$ cat src/design/fmacl_pkg.sv
// Package: shared types and constants of the ACL filter.
package fmacl_pkg;

  localparam int unsigned RuleSlots = 16;
  localparam int unsigned NumStats  = 7;
  localparam int unsigned QueueDepth = 2;

  localparam logic [7:0] ProtoIcmp = 8'd1;
  localparam logic [7:0] ProtoTcp  = 8'd6;
  localparam logic [7:0] ProtoUdp  = 8'd17;

  typedef enum logic [2:0] {
    ModePacket   = 3'd0,
    ModeAdd      = 3'd1,
    ModeDelete   = 3'd2,
    ModeReadStat = 3'd3,
    ModeClear    = 3'd4
  } mode_e;

  typedef enum logic [1:0] {
    FiltDisabled  = 2'd0,
    FiltBlacklist = 2'd1,
    FiltWhitelist = 2'd2,
    FiltCountOnly = 2'd3
  } filt_e;

  localparam logic [1:0] CfgFilterMode = 2'd0;
  localparam logic [1:0] CfgDropEn     = 2'd1;
  localparam logic [1:0] CfgForwardEn  = 2'd2;

  localparam logic [1:0] StatusOk       = 2'd0;
  localparam logic [1:0] StatusFull     = 2'd1;
  localparam logic [1:0] StatusNotFound = 2'd2;

  localparam logic [1:0] DispDiscard = 2'd0;
  localparam logic [1:0] DispForward = 2'd1;
  localparam logic [1:0] DispDrop    = 2'd2;

  localparam logic [2:0] StatTotal    = 3'd0;
  localparam logic [2:0] StatBytes    = 3'd1;
  localparam logic [2:0] StatTcp      = 3'd2;
  localparam logic [2:0] StatUdp      = 3'd3;
  localparam logic [2:0] StatIcmp     = 3'd4;
  localparam logic [2:0] StatDropped  = 3'd5;
  localparam logic [2:0] StatFiltered = 3'd6;

  // classified request from front to back
  typedef struct packed {
    logic [2:0]  mode;
    logic [7:0]  proto;
    logic [31:0] src_addr;
    logic [31:0] dst_addr;
    logic [15:0] sport;
    logic [15:0] dport;
    logic [15:0] length;
    logic [2:0]  stat_index;
    logic        filt_on;
    logic        hit;
    logic [31:0] hit_id;
    logic        drop;
    logic        found;
    logic        full;
  } req_t;

  typedef struct packed {
    logic [1:0]  status;
    logic [1:0]  disposition;
    logic        hit;
    logic [31:0] hit_rule_id;
    logic [31:0] new_rule_id;
    logic [63:0] stat_value;
  } res_t;

endpackage

$ cat src/design/fmacl_queue.sv
// Queue: short FIFO of classified requests between front and back.
module fmacl_queue import fmacl_pkg::*; #(
  parameter int unsigned DEPTH = QueueDepth
) (
  input  logic clk_i,
  input  logic rst_ni,
  input  logic in_valid_i,
  output logic in_ready_o,
  input  req_t in_req_i,
  output logic out_valid_o,
  input  logic out_ready_i,
  output req_t out_req_o
);
  localparam int unsigned PtrW = (DEPTH > 1) ? $clog2(DEPTH) : 1;
  localparam int unsigned CntW = $clog2(DEPTH + 1);

  req_t mem_q [DEPTH];
  logic [PtrW-1:0] wr_q, rd_q;
  logic [CntW-1:0] cnt_q;
  logic push, pop;

  assign in_ready_o  = cnt_q != CntW'(DEPTH);
  assign out_valid_o = cnt_q != '0;
  assign out_req_o   = mem_q[rd_q];
  assign push = in_valid_i && in_ready_o;
  assign pop  = out_valid_o && out_ready_i;

  always_ff @(posedge clk_i or negedge rst_ni) begin
    if (!rst_ni) begin
      wr_q  <= '0;
      rd_q  <= '0;
      cnt_q <= '0;
    end else begin
      if (push) wr_q <= (wr_q == PtrW'(DEPTH - 1)) ? '0 : wr_q + 1'b1;
      if (pop)  rd_q <= (rd_q == PtrW'(DEPTH - 1)) ? '0 : rd_q + 1'b1;
      cnt_q <= cnt_q + CntW'(push) - CntW'(pop);
    end
  end

  always_ff @(posedge clk_i) begin
    if (push) mem_q[wr_q] <= in_req_i;
  end

  assert property (@(posedge clk_i) disable iff (!rst_ni) cnt_q <= CntW'(DEPTH))
    else $error("queue overflow");
endmodule

$ cat config.mk
export PLATFORM = sky130hd
export DESIGN_NAME = fmacl_queue
export DESIGN_NICKNAME = d
export VERILOG_FILES = /design/src/design/fmacl_pkg.sv /design/src/design/fmacl_queue.sv
export SDC_FILE = /design/constraint.sdc
export NUM_CORES = 1
export LEC_CHECK = 0
export CAP_MARGIN = 20
export CORE_MARGIN = 3
export CORE_UTILIZATION = 65
export CTS_CLUSTER_SIZE = 40
export DETAILED_ROUTE_END_ITERATION = 12
export DONT_BUFFER_PORTS = 1
export HOLD_SLACK_MARGIN = 0.02
export PLACE_DENSITY_LB_ADDON = 0.08
export RECOVER_POWER = 100
export SLEW_MARGIN = 5
export SYNTH_ARGS = -nofsm -noshare
export SYNTH_HDL_FRONTEND = slang
export SYNTH_SLANG_ARGS = --single-unit
$ cat constraint.sdc
create_clock -name clk_i -period 16.18 [get_ports clk_i]
set_clock_uncertainty 0.1 [all_clocks]
set_input_delay 1.618 -clock clk_i [delete_from_list [all_inputs] [get_ports clk_i]]
set_output_delay 1.618 -clock clk_i [all_outputs]
set_load 0.1 [all_outputs]
==> impl_metrics.toml <==
[timing]
period_minus_slack_ns = 8.27
finalCritPeriodShare_pct = 51.1
rsz0062_at_grt = "no"
fmax_mhz = 121
worstMarginPinSlew_ns = 4.40
fin_tns_setup_ns = 0
hold_viol_final = 0
setup_viol = 0
slew_viol_final = 435
slew_headroom_pct = -194

[run]
maxCapViolCount = 8

[synth]
synth.yosys.seq_area_share_pct = 82.1
yosys_warnings = 0
ys_types = 17
syn_nets = 697
syn_area_per_cell_sq_um = 22.8
ys_ff_latch = 330
synth_area_sq_um = 12000
synthCells = 529

[setup_path]
timing.rr.start = "cnt_q[0]"
worst_setup_path_start_kind = "input port"
r2r_cells = 4
rr_endpoint = "mem_q[1][121]"
cp.required_ns = 16.11
critical_path_class = "input port to flip-flop"
worstSetupStartpoint = "in_valid_i"
worstSetupEndpoint = "mem_q[1][121]"
r2r_slack_ns = 8.37
cp.arrival_ns = 8.20
end_kind = "flip-flop"
worstPathMaxFanout = 82

[global_route]
grt_pass1_wl_um = 30700
grt-ovfl-total = 0
grt_max_degree = 92
grt_pass1_vias = 5048
antenna_found_initial = 1
grt_usage_pct = 20.4

[hold_path]
hp-class = "flip-flop to flip-flop"

[clocking]
clkSinkCount = 330
cts_tree = "yes"
cts_root_buf = "clkbuf_16"
cts-resized-gates = 0
htree_levels = 1
clockBufferDepth = 3
holdBufCountCts = 0
clk_transition_reported_paths_ns = 0.06
cts_buffers = 31
insertion_delay_ns = 0.54
post_cts_buffers = 0

[final_layout]
final_cell_mix = "edfxtp_1 (326), mux2_1 (162), clkbuf_16 (31), clkbuf_1 (14), clkinv_1 (8)"
diodes = 0
drive_gt1_share_pct = 7.64
final_common_cell = "edfxtp_1"
fin_nets = 720
area_growth_pct = 8.96
fill_cells = 1051

[die]
core_area_sq_um = 18100
start_util_pct = 66.6
dieArea_sq_um = 20200
dieWidth_um = 142
io_pins = 332
row_count = 49
dieHeight_um = 142

[status]
outcome = "finished, violations left"
violations = "max-capacitance violations, max-slew violations"

[drt]
drtIter0Drc = 302
via_count = 4843
drt_pass1_iterations = 4
ant_nets = 0
wirelength_um = 21400
wl_per_cell_um = 26.6
vias_per_cell = 6.02
drc = 0

[placement]
gp_congestion = 0.766
dp_hpwl_um = 14600
portBuffers = 0
==> logic make-up after synthesis <==
group / after synthesis / share of synthesized area, %
AND/OR/NAND/NOR: 10 / 0.405
adder cells (fa/ha/maj): 1 / 0.104
XOR/XNOR: 3 / 0.218
flip-flops: 330 / 82.1
buffers and inverters: 18 / 1.68
AO/OA/AOI/OAI: 4 / 0.260
multiplexers: 163 / 15.2
==> cell usage after synthesis <==
cell / count / area share, %
a211oi_1: 1 / 0.062
nor2b_1: 1 / 0.052
a21bo_1: 1 / 0.083
mux2_2: 163 / 15
or2_2: 1 / 0.052
ha_1: 1 / 0.10
nand2b_1: 1 / 0.052
a32oi_1: 1 / 0.073
dfrtp_1: 4 / 0.83
nor2_1: 3 / 0.093
o21ai_0: 1 / 0.042
edfxtp_1: 326 / 81
and3_1: 1 / 0.052
xnor2_1: 3 / 0.22
nand3_1: 1 / 0.042
nand2_1: 2 / 0.062
buf_6: 18 / 1.7
==> metal layers <==
metal | part of all wire [%] | up-vias | GRT usage (%)
met1 | 31 | 2406 | 21.5
met2 | 51 | 236 | 34.5
met3 | 14 | 44 | 11.7
met4 | 3.3 | 2 | 6.77
met5 | 0.061 | - | 0
li1 | - | 2155 | -
==> how the worst min path moves through the flow <==
stage	start	endpoint	slack, ns	depth (start not counted)
final	wr_q	wr_q	0.39	1
after global placement	wr_q	wr_q	0.44	1
after detailed placement	wr_q	wr_q	0.44	1
after CTS	wr_q	wr_q	0.45	1
after global routing	wr_q	wr_q	0.43	1
after floorplan	wr_q	wr_q	0.36	1
==> critical path: stages <==
cell and delay (ns):
and3_1 0.61, clkbuf_1 2.62, clkbuf_1 3.26
==> flip-flops by register name, summed over array words and instances, names as in the netlist <==
name   flops
mem_q    326
wr_q       1
cnt_q      2
rd_q       1
==> stage by stage <==
stage               std cells  hold WS [ns]  utilization, %  instance area (sq um)  setup WS (ns)
floorplan                 529         0.360               -                  12000           6.88
global placement          746         0.440            67.4                  12200          11.64
detailed placement        746         0.442            67.4                  12200          11.59
CTS                       803         0.455            72.6                  13100          10.99
global route              805         0.428            72.6                  13100           7.13
finish                    805         0.392            72.6                  13100           7.91
==> final cells by class <==
class | count | area, sq um | share of cell area, %
Clock inverter | 19 | 140 | 1.07
Timing Repair Buffer | 8 | 53.8 | 0.410
Sequential cell | 330 | 9890 | 75.3
Clock buffer | 38 | 802 | 6.11
Tap cell | 229 | 287 | 2.18
Multi-Input combinational cell | 181 | 1950 | 14.9
Power is left out: the tool's default activity adds up to more than one toggle a clock period on the data nets, which glitch-free logic cannot reach.
