File: config.mk
export PLATFORM = sky130hd
export DESIGN_NAME = fmacl_back
export DESIGN_NICKNAME = d
export VERILOG_FILES = /design/src/design/fmacl_pkg.sv /design/src/design/fmacl_back.sv
export SDC_FILE = /design/constraint.sdc
export NUM_CORES = 1
export LEC_CHECK = 0
export ABC_CLOCK_PERIOD_IN_PS = 3800
export BUFFER_PORTS_ARGS = -buffer_cell sky130_fd_sc_hd__clkbuf_2
export CORE_MARGIN = 1
export CORE_UTILIZATION = 54
export DETAILED_ROUTE_END_ITERATION = 7
export GPL_ROUTABILITY_DRIVEN = 1
export PLACE_DENSITY = 0.77
export SLEW_MARGIN = 20
export SYNTH_ARGS = -nofsm -noshare
export SYNTH_HDL_FRONTEND = slang
export SYNTH_SLANG_ARGS = --single-unit
File: constraint.sdc
create_clock -name clk_i -period 3.8 [get_ports clk_i]
set_input_delay 0.38 -clock clk_i [delete_from_list [all_inputs] [get_ports clk_i]]
set_output_delay 0.38 -clock clk_i [all_outputs]
set_load 0.02 [all_outputs]
File: src/design/fmacl_pkg.sv
// Package: shared types and constants of the ACL filter.
package fmacl_pkg;

  localparam int unsigned RuleSlots = 16;
  localparam int unsigned NumStats  = 7;
  localparam int unsigned QueueDepth = 2;

  localparam logic [7:0] ProtoIcmp = 8'd1;
  localparam logic [7:0] ProtoTcp  = 8'd6;
  localparam logic [7:0] ProtoUdp  = 8'd17;

  typedef enum logic [2:0] {
    ModePacket   = 3'd0,
    ModeAdd      = 3'd1,
    ModeDelete   = 3'd2,
    ModeReadStat = 3'd3,
    ModeClear    = 3'd4
  } mode_e;

  typedef enum logic [1:0] {
    FiltDisabled  = 2'd0,
    FiltBlacklist = 2'd1,
    FiltWhitelist = 2'd2,
    FiltCountOnly = 2'd3
  } filt_e;

  localparam logic [1:0] CfgFilterMode = 2'd0;
  localparam logic [1:0] CfgDropEn     = 2'd1;
  localparam logic [1:0] CfgForwardEn  = 2'd2;

  localparam logic [1:0] StatusOk       = 2'd0;
  localparam logic [1:0] StatusFull     = 2'd1;
  localparam logic [1:0] StatusNotFound = 2'd2;

  localparam logic [1:0] DispDiscard = 2'd0;
  localparam logic [1:0] DispForward = 2'd1;
  localparam logic [1:0] DispDrop    = 2'd2;

  localparam logic [2:0] StatTotal    = 3'd0;
  localparam logic [2:0] StatBytes    = 3'd1;
  localparam logic [2:0] StatTcp      = 3'd2;
  localparam logic [2:0] StatUdp      = 3'd3;
  localparam logic [2:0] StatIcmp     = 3'd4;
  localparam logic [2:0] StatDropped  = 3'd5;
  localparam logic [2:0] StatFiltered = 3'd6;

  // classified request from front to back
  typedef struct packed {
    logic [2:0]  mode;
    logic [7:0]  proto;
    logic [31:0] src_addr;
    logic [31:0] dst_addr;
    logic [15:0] sport;
    logic [15:0] dport;
    logic [15:0] length;
    logic [2:0]  stat_index;
    logic        filt_on;
    logic        hit;
    logic [31:0] hit_id;
    logic        drop;
    logic        found;
    logic        full;
  } req_t;

  typedef struct packed {
    logic [1:0]  status;
    logic [1:0]  disposition;
    logic        hit;
    logic [31:0] hit_rule_id;
    logic [31:0] new_rule_id;
    logic [63:0] stat_value;
  } res_t;

endpackage

File: src/design/fmacl_back.sv
// Back: statistic counters and result register.
module fmacl_back import fmacl_pkg::*; (
  input  logic        clk_i,
  input  logic        rst_ni,
  input  logic        q_valid_i,
  output logic        q_ready_o,
  input  req_t        q_req_i,
  input  logic        forward_en_i,
  output logic        res_valid_o,
  input  logic        res_ready_i,
  output res_t        res_o
);
  logic [63:0] cnt_q [NumStats];
  logic res_valid_q, take;
  res_t res_q, res_d;
  logic pkt;

  assign q_ready_o   = !res_valid_q || res_ready_i;
  assign take        = q_valid_i && q_ready_o;
  assign res_valid_o = res_valid_q;
  assign res_o       = res_q;
  assign pkt = q_req_i.mode == ModePacket;

  always_comb begin
    res_d = '0;
    unique case (q_req_i.mode)
      ModePacket: begin
        if (q_req_i.filt_on) begin
          res_d.hit = q_req_i.hit;
          res_d.hit_rule_id = q_req_i.hit_id;
          res_d.disposition = q_req_i.drop ? DispDrop
                            : (forward_en_i ? DispForward : DispDiscard);
        end
      end
      ModeAdd: begin
        if (q_req_i.full) res_d.status = StatusFull;
        else res_d.new_rule_id = q_req_i.hit_id;
      end
      ModeDelete: if (!q_req_i.found) res_d.status = StatusNotFound;
      ModeReadStat: if (q_req_i.stat_index < 3'(NumStats))
        res_d.stat_value = cnt_q[q_req_i.stat_index];
      default: ;
    endcase
  end

  always_ff @(posedge clk_i or negedge rst_ni) begin
    if (!rst_ni) begin
      res_valid_q <= 1'b0;
      for (int i = 0; i < NumStats; i++) cnt_q[i] <= '0;
    end else begin
      if (take) res_valid_q <= 1'b1;
      else if (res_ready_i) res_valid_q <= 1'b0;
      if (take && q_req_i.mode == ModeClear) begin
        for (int i = 0; i < NumStats; i++) cnt_q[i] <= '0;
      end else if (take && pkt) begin
        cnt_q[StatTotal] <= cnt_q[StatTotal] + 64'd1;
        cnt_q[StatBytes] <= cnt_q[StatBytes] + 64'(q_req_i.length);
        if (q_req_i.filt_on) begin
          if (q_req_i.proto == ProtoTcp) cnt_q[StatTcp] <= cnt_q[StatTcp] + 64'd1;
          else if (q_req_i.proto == ProtoUdp) cnt_q[StatUdp] <= cnt_q[StatUdp] + 64'd1;
          else if (q_req_i.proto == ProtoIcmp) cnt_q[StatIcmp] <= cnt_q[StatIcmp] + 64'd1;
          if (q_req_i.drop) begin
            cnt_q[StatDropped]  <= cnt_q[StatDropped] + 64'd1;
            cnt_q[StatFiltered] <= cnt_q[StatFiltered] + 64'd1;
          end
        end
      end
    end
  end

  always_ff @(posedge clk_i) begin
    if (take) res_q <= res_d;
  end

  assert property (@(posedge clk_i) disable iff (!rst_ni)
    (res_valid_q && !res_ready_i) |=> $stable(res_q))
    else $error("result changed while stalled");
  assert property (@(posedge clk_i) disable iff (!rst_ni)
    (take && q_req_i.mode == ModeClear) |=> cnt_q[StatTotal] == '0)
    else $error("clear missed");
  assert property (@(posedge clk_i) disable iff (!rst_ni)
    cnt_q[StatDropped] == cnt_q[StatFiltered])
    else $error("dropped and filtered counters differ");
endmodule

==> impl_metrics.prom, run 1 <==
# TYPE chip_impl_metric gauge
chip_impl_metric{name="io-pin-count",unit=""} 303
chip_impl_info{name="netlist_top_cells_count",value="sky130_fd_sc_hd__nor2_1, sky130_fd_sc_hd__dfrtp_1, sky130_fd_sc_hd__nand2_1"} 1
chip_impl_metric{name="postRouteAntennaNets",unit=""} 0
chip_impl_metric{name="summed_area_of_non_filler_cells_in_the_final_layout",unit="sq mm"} 0.03532
chip_impl_metric{name="largest_net_degree_at_the_start_of_global_routing",unit=""} 81
chip_impl_metric{name="timing.clock.skew",unit="ps"} 13.40
chip_impl_metric{name="final_hold_viol_count",unit=""} 0
chip_impl_info{name="worstPathCellList",value="ha_1 > and3_1 > and3_1 > o21ai_1 > a31oi_1 > o2111ai_1 > or4_1 > a21oi_1"} 1
chip_impl_metric{name="cts_sinks",unit=""} 582
chip_impl_metric{name="cts.reportedPaths.clkPinSlew",unit="ps"} 60
chip_impl_metric{name="cellLeakagePower",unit="nW"} 15.29
chip_impl_metric{name="clock_tree.htree_level_count",unit=""} 2
chip_impl_metric{name="insertion_delay",unit="ps"} 630
chip_impl_metric{name="wirelength",unit="um"} 82200
chip_impl_info{name="critical_path.slowest_cell",value="sky130_fd_sc_hd__a31oi_1"} 1
chip_impl_metric{name="max_cap_violations",unit=""} 0
chip_impl_metric{name="place.detailed.hpwl",unit="um"} 59290
chip_impl_info{name="worst_path_most_repeated_cell",value="sky130_fd_sc_hd__and3_1"} 1
chip_impl_metric{name="synth_top_cell_area_share",unit="%"} 35.93
chip_impl_metric{name="io_buffer_count",unit=""} 206
chip_impl_metric{name="layoutNonFillerInstCount",unit=""} 4113
chip_impl_info{name="setup.worst_path.start_class",value="flop"} 1
chip_impl_metric{name="first_pass_grt_wire_length",unit="um"} 131700
chip_impl_info{name="hold-path-endpoint",value="res_o[132]"} 1
chip_impl_metric{name="placeableCoreArea",unit="sq mm"} 0.05682
chip_impl_metric{name="place_area",unit="sq mm"} 0.03334
chip_impl_metric{name="grt_util_overall",unit="%"} 28.17
chip_impl_metric{name="finalSetupTns",unit="ps"} 0
chip_impl_metric{name="finalPower",unit="mW"} 14.49
chip_impl_metric{name="drc",unit=""} 0
chip_impl_metric{name="diodes",unit=""} 0
chip_impl_info{name="path_class",value="reg -> reg"} 1
chip_impl_metric{name="overflow",unit=""} 0
chip_impl_metric{name="detail_route.wl_per_cell",unit="um"} 19.99
chip_impl_metric{name="fraction_of_layout_cells_with_a_size_suffix_above_1",unit="%"} 13.61
chip_impl_info{name="worstReg2RegEnd",value="cnt_q[379]"} 1
chip_impl_metric{name="die-area",unit="sq mm"} 0.05887
chip_impl_metric{name="vias_per_cell",unit=""} 5.975
chip_impl_metric{name="power_density",unit="mW/mm^2"} 410.4
chip_impl_metric{name="post_cts_resized",unit=""} 0
chip_impl_info{name="cells_taking_the_most_area_after_synthesis",value="sky130_fd_sc_hd__dfrtp_1, sky130_fd_sc_hd__edfxtp_1, sky130_fd_sc_hd__xor2_1, sky130_fd_sc_hd__nor2_1, sky130_fd_sc_hd__mux2i_1"} 1
chip_impl_metric{name="timing.critical_path.arrival",unit="ps"} 3800
chip_impl_metric{name="grt_antenna_before_repair",unit=""} 0
chip_impl_metric{name="vias",unit=""} 24580
chip_impl_metric{name="synth_edf_count",unit=""} 133
chip_impl_metric{name="detailedRoute.firstIterationViolations",unit=""} 2523
chip_impl_metric{name="hold_buf_cts",unit=""} 1
chip_impl_metric{name="syn_area",unit="sq mm"} 0.03127
chip_impl_metric{name="fin_crit_sh",unit="%"} 85.60
chip_impl_metric{name="cts-root-to-sink-buffers",unit=""} 3
chip_impl_metric{name="detailedRoute.firstPassIterationCount",unit=""} 8
chip_impl_info{name="run_status",value="completed"} 1
chip_impl_metric{name="gp_congestion",unit=""} 0.8819
chip_impl_metric{name="cts_setup_buffers",unit=""} 0
chip_impl_metric{name="placementRows",unit=""} 87
chip_impl_metric{name="slew_headroom",unit="%"} 39.76
chip_impl_metric{name="rrSetupSlack",unit="ps"} 550
chip_impl_metric{name="final-setup-viol-count",unit=""} 0
chip_impl_metric{name="first_global_vias",unit=""} 23520
chip_impl_metric{name="ys_seq_area_share",unit="%"} 48.71
chip_impl_metric{name="crit_fanout",unit=""} 12
chip_impl_info{name="timing.hold.worst.class",value="in -> reg"} 1
chip_impl_info{name="hold_path.startpoint",value="q_req_i[1]"} 1
chip_impl_metric{name="yosysUniqueCellTypes",unit=""} 65
chip_impl_metric{name="post_synth.cell_area_avg",unit="sq um"} 9.974
chip_impl_metric{name="flow.area_growth_from_synthesis",unit="%"} 12.94
chip_impl_metric{name="worst_ep_required_time",unit="ps"} 4350
chip_impl_metric{name="num-nets-final",unit=""} 3500
chip_impl_metric{name="period_minus_slack",unit="ps"} 3253
chip_impl_metric{name="tightest_slew",unit="ps"} 895.4
chip_impl_metric{name="timing.hold.worst_path_depth",unit=""} 2
chip_impl_metric{name="worst-r2r-cell-count",unit=""} 8
chip_impl_metric{name="fmaxAchievable",unit="MHz"} 307.4
chip_impl_info{name="critical_path.endpoint_type",value="flop"} 1
chip_impl_metric{name="numPlacedInstances",unit=""} 4004
chip_impl_metric{name="postSynthRegisterBits",unit=""} 582
chip_impl_metric{name="peakVddDrop",unit="uV"} 371.2
chip_impl_info{name="flip_flop_cell_with_the_highest_count_after_synthesis",value="sky130_fd_sc_hd__dfrtp_1"} 1
chip_impl_info{name="cts_tree",value="yes"} 1
chip_impl_info{name="rsz0062_at_grt",value="no"} 1
chip_impl_metric{name="syn_inst",unit=""} 3135
chip_impl_metric{name="synth.net_count",unit=""} 3326
chip_impl_metric{name="floorplan.initialDensity",unit="%"} 55.03
chip_impl_metric{name="synth.yosys.warnings",unit=""} 0
chip_impl_metric{name="die_y",unit="um"} 242.6
chip_impl_metric{name="critPathBufInv",unit=""} 0
chip_impl_info{name="cell_with_the_most_instances_after_synthesis",value="sky130_fd_sc_hd__nor2_1"} 1
chip_impl_info{name="cp_top_family",value="compound AO/OA/AOI/OAI gates"} 1
chip_impl_metric{name="synth-async-reset-ratio",unit="%"} 77.15
chip_impl_metric{name="width_of_the_die",unit="um"} 242.6
chip_impl_metric{name="critical_path.max_stage_delay",unit="ps"} 580
chip_impl_metric{name="report.final.slew_viol_count",unit=""} 0
chip_impl_info{name="cell_type_contributing_the_most_total_cell_area_after_synthesis",value="sky130_fd_sc_hd__dfrtp_1"} 1
chip_impl_info{name="ctsRootBufferMaster",value="sky130_fd_sc_hd__clkbuf_16"} 1
chip_impl_info{name="r2r_start",value="cnt_q[328]"} 1
chip_impl_metric{name="cts_made_buffers",unit=""} 58
per-stage QoR:
| step | worst slack (ps) | hold slack, ps | util, % |
|---|---|---|---|
| after floorplan | 914.3 | 84.41 | - |
| after global routing | 352.8 | 14.72 | 62.15 |
| after CTS | 603.0 | 9.758 | 62.15 |
| final | 547.3 | 25.94 | 62.15 |
| after detailed placement | 582.6 | 407.1 | 58.68 |
| after global placement | 630.4 | 409.7 | 58.68 |
final cells by class:
cell class	count	area, sq um
multi-input cells	2335	15240
inverters	58	217.7
fillers	4533	21510
clock buffers	74	1575
repair buffers	274	1715
well taps	756	945.9
clock inverters	34	389.1
flip-flops and latches	582	15230
worst register-to-register path, delay by kind of cell (launching register included):
kind                       cells  cell delay, ps
DFF                            1             420
and+or+nand+nor                3             910
adders and majority gates      1             400
AOI/OAI and AO/OA              4            1440
cell usage in the layout, fill, tap and decap left out, types with 74 or more instances in the layout:
| cell type | count |
|---|---|
| sky130_fd_sc_hd__nor2_1 | 469 |
| sky130_fd_sc_hd__dfrtp_1 | 449 |
| sky130_fd_sc_hd__nand2_1 | 265 |
| sky130_fd_sc_hd__xor2_1 | 209 |
| sky130_fd_sc_hd__clkbuf_2 | 202 |
| sky130_fd_sc_hd__nand3_1 | 179 |
| sky130_fd_sc_hd__o21ai_0 | 147 |
| sky130_fd_sc_hd__mux2i_1 | 146 |
| sky130_fd_sc_hd__xnor2_1 | 137 |
| sky130_fd_sc_hd__edfxtp_1 | 133 |
| sky130_fd_sc_hd__nand4_1 | 108 |
| sky130_fd_sc_hd__and2_1 | 93 |
| sky130_fd_sc_hd__a21oi_1 | 77 |
| sky130_fd_sc_hd__and3_1 | 74 |
cell families after synthesis:
group | after synthesis | synth area share [%]
buf+inv | 218 | 2.641
flops | 582 | 48.71
mux | 212 | 9.355
xor+xnor | 346 | 9.692
simple gates | 1465 | 23.34
compound gates | 289 | 5.318
fa+ha+maj | 23 | 0.9443
flip-flops by register name (all words and copies together) (netlist names):
| signal | cells |
|---|---|
| cnt_q | 448 |
| res_o | 133 |
| res_valid_o | 1 |
metal layers:
layer  GRT usage, %  vias up  part of all wire, %
li1               -    11400                    -
met1          39.86    12140                   43
met2          44.25      895                   47
met3          4.478      147                  7.2
met4          9.730        0                  3.3
met5              0        -                    0
how the worst max path moves through the flow:
| stage | cells past startpoint | startpoint | endpoint |
|---|---|---|---|
| floorplan | 3 | res_valid_o | res_o[0] |
| global placement | 9 | q_req_i[47] | cnt_q[379] |
| detailed placement | 9 | q_req_i[48] | cnt_q[379] |
| CTS | 8 | cnt_q[328] | cnt_q[379] |
| global route | 8 | cnt_q[328] | cnt_q[379] |
| finish | 8 | cnt_q[328] | cnt_q[379] |
power by group:
group,leakage [nW],internal [mW],switching [mW]
sequential,7.52,6.61,0.229
combinational,6.81,0.623,1.05
clock,0.959,3.47,2.51
Power figures use the tool's default switching activity.
==> run 2: changes to the inputs <==
- ABC_CLOCK_PERIOD_IN_PS: 3800 -> 3600
- CORE_UTILIZATION: 54 -> 60
- PLACE_DENSITY: 0.77 -> 0.81
- clock period: 3.8 -> 3.6 ns (I/O delays scaled with it)
==> run 2 against run 1 <==
Via count grew 3.4%. Sequential share of layout area is 0.22 points lower. Worst hold slack better by 1.2 ps. Total power up 9.3%. Cell area increased by 0.52%. Non-clock buffer count increased by 8. Flip-flop and latch count stayed put. Critical endpoint is now cnt_q[348]. Largest cell class unchanged. Die area shrank 9.9%.
==> impl_metrics.prom, run 2 (same netlist as run 1, synthesis figures left out) <==
# TYPE chip_impl_metric gauge
chip_impl_metric{name="grt_util_overall",unit="%"} 32.66
chip_impl_metric{name="postRouteAntennaNets",unit=""} 0
chip_impl_metric{name="cts_sinks",unit=""} 582
chip_impl_metric{name="max_cap_violations",unit=""} 0
chip_impl_metric{name="place.detailed.hpwl",unit="um"} 60850
chip_impl_metric{name="place_area",unit="sq mm"} 0.03326
chip_impl_metric{name="cellLeakagePower",unit="nW"} 15.42
chip_impl_metric{name="floorplan.initialDensity",unit="%"} 60.83
chip_impl_metric{name="io-pin-count",unit=""} 303
chip_impl_metric{name="gp_congestion",unit=""} 0.9441
chip_impl_info{name="most_frequent_standard_cell_in_the_layout_excluding_fill_and_tap_cells",value="sky130_fd_sc_hd__nor2_1"} 1
chip_impl_info{name="hold_path.startpoint",value="q_req_i[12]"} 1
chip_impl_metric{name="fraction_of_layout_cells_with_a_size_suffix_above_1",unit="%"} 13.74
chip_impl_metric{name="detail_route.wl_per_cell",unit="um"} 21.20
chip_impl_metric{name="io_buffer_count",unit=""} 206
chip_impl_metric{name="detailedRoute.firstIterationViolations",unit=""} 2828
chip_impl_metric{name="cts-root-to-sink-buffers",unit=""} 3
chip_impl_metric{name="die-area",unit="sq mm"} 0.05303
chip_impl_info{name="timing.hold.worst.class",value="in -> reg"} 1
chip_impl_metric{name="first_pass_grt_wire_length",unit="um"} 136200
chip_impl_metric{name="power_density",unit="mW/mm^2"} 446.4
chip_impl_metric{name="cts_setup_buffers",unit=""} 0
chip_impl_info{name="path_class",value="reg -> reg"} 1
chip_impl_metric{name="peakVddDrop",unit="uV"} 397.7
chip_impl_metric{name="overflow",unit=""} 0
chip_impl_metric{name="critical_path_cell_count",unit=""} 10
chip_impl_metric{name="slew_headroom",unit="%"} 30.18
chip_impl_metric{name="timing.final.ws_setup",unit="ps"} 424.6
chip_impl_info{name="rsz0062_at_grt",value="no"} 1
chip_impl_metric{name="crit_fanout",unit=""} 35
chip_impl_metric{name="finalSetupTns",unit="ps"} 0
chip_impl_info{name="critical_path.startpoint",value="cnt_q[320]"} 1
chip_impl_metric{name="grt_antenna_before_repair",unit=""} 1
chip_impl_metric{name="fin_crit_sh",unit="%"} 88.21
chip_impl_info{name="setup.worst_path.start_class",value="flop"} 1
chip_impl_info{name="ctsRootBufferMaster",value="sky130_fd_sc_hd__clkbuf_16"} 1
chip_impl_metric{name="critPathBufInv",unit=""} 1
chip_impl_info{name="cts_tree",value="yes"} 1
chip_impl_metric{name="final_hold_viol_count",unit=""} 0
chip_impl_metric{name="cts.reportedPaths.clkPinSlew",unit="ps"} 60
chip_impl_metric{name="largest_net_degree_at_the_start_of_global_routing",unit=""} 96
chip_impl_metric{name="finalPower",unit="mW"} 15.85
chip_impl_metric{name="num-nets-final",unit=""} 3509
chip_impl_info{name="critical_path.slowest_cell",value="sky130_fd_sc_hd__or4_1"} 1
chip_impl_metric{name="placementRows",unit=""} 83
chip_impl_metric{name="detailedRoute.firstPassIterationCount",unit=""} 6
chip_impl_metric{name="timing.clock.skew",unit="ps"} 15.73
chip_impl_metric{name="placeableCoreArea",unit="sq mm"} 0.05141
chip_impl_metric{name="period_minus_slack",unit="ps"} 3175
chip_impl_info{name="critical_path.endpoint_type",value="flop"} 1
chip_impl_metric{name="wirelength",unit="um"} 85860
chip_impl_info{name="cp_top_family",value="compound AO/OA/AOI/OAI gates"} 1
chip_impl_metric{name="report.final.slew_viol_count",unit=""} 0
chip_impl_metric{name="critical_path.max_stage_delay",unit="ps"} 590
chip_impl_metric{name="timing.critical_path.arrival",unit="ps"} 3730
chip_impl_metric{name="final-setup-viol-count",unit=""} 0
chip_impl_info{name="worstPathCellList",value="ha_1 > inv_1 > fa_1 > nor2b_1 > o211ai_1 > a31oi_1 > nor3b_1 > o221a_2 > or4_1 > a21oi_1"} 1
chip_impl_metric{name="tightest_slew",unit="ps"} 1043
chip_impl_metric{name="place_worst_setup_slack",unit="ps"} 412.9
chip_impl_metric{name="vias",unit=""} 25420
chip_impl_info{name="r2r_start",value="cnt_q[320]"} 1
chip_impl_info{name="run_status",value="completed"} 1
chip_impl_metric{name="cts_made_buffers",unit=""} 59
chip_impl_metric{name="timing.hold.worst_path_depth",unit=""} 2
chip_impl_metric{name="insertion_delay",unit="ps"} 640
chip_impl_metric{name="post_cts_resized",unit=""} 0
chip_impl_metric{name="drc",unit=""} 0
chip_impl_metric{name="worst-r2r-cell-count",unit=""} 10
chip_impl_metric{name="largest_register_ffs",unit=""} 448
chip_impl_metric{name="timing.hold.ws",unit="ps"} 27.12
chip_impl_metric{name="flow.area_growth_from_synthesis",unit="%"} 13.54
chip_impl_metric{name="hold_buf_cts",unit=""} 9
chip_impl_info{name="max_flop_register",value="cnt_q"} 1
chip_impl_metric{name="clock_tree.htree_level_count",unit=""} 2
chip_impl_metric{name="vias_per_cell",unit=""} 6.278
chip_impl_metric{name="first_global_vias",unit=""} 24810
chip_impl_metric{name="fmaxAchievable",unit="MHz"} 314.9
chip_impl_metric{name="die_y",unit="um"} 230.3
chip_impl_info{name="commonest_non_fill_non_tap_cells_in_the_layout",value="sky130_fd_sc_hd__nor2_1, sky130_fd_sc_hd__dfrtp_1, sky130_fd_sc_hd__nand2_1"} 1
chip_impl_metric{name="summed_area_of_non_filler_cells_in_the_final_layout",unit="sq mm"} 0.03550
chip_impl_metric{name="worst_ep_required_time",unit="ps"} 4150
chip_impl_metric{name="width_of_the_die",unit="um"} 230.3
chip_impl_metric{name="diodes",unit=""} 0
[run 2: power breakdown]
| group | switching, mW | internal (mW) |
|---|---|---|
| clock | 2.68 | 4.12 |
| combinational | 1.15 | 0.670 |
| sequential | 0.242 | 6.98 |
| total | 4.08 | 11.8 |
[run 2: through the flow]
stage	instances	util, %
6_report	4049	69.06
5_1_grt	4049	69.06
4_1_cts	4049	69.06
3_5_place_dp	3928	64.70
3_3_place_gp	3928	64.70
2_1_floorplan	3135	-
[run 2: final timing paths]
check                           slack, ps    endpoint
worst max-delay path                  420  cnt_q[348]
worst min-delay path                   30   res_o[73]
worst max register to register        420  cnt_q[348]
worst min register to register        540  cnt_q[327]
max in group asynchronous            2230  cnt_q[202]
min in group asynchronous             310   cnt_q[54]
[run 2: area by class of cell]
cell class / count / area (sq um)
Tap cell: 680 / 850.8
Clock inverter: 25 / 420.4
Inverter: 58 / 217.7
Fill cell: 3701 / 15900
Timing Repair Buffer: 282 / 1808
Multi-Input combinational cell: 2335 / 15240
Clock buffer: 87 / 1733
Sequential cell: 582 / 15230
[run 2: per-layer routing]
layer / GRT usage (%) / vias to the layer above / share of wire [%]
li1: - / 11420 / -
met5: 0 / - / 0.015
met2: 52.12 / 1190 / 48
met4: 12.79 / 2 / 3.9
met3: 6.386 / 235 / 8.7
met1: 44.19 / 12570 / 40
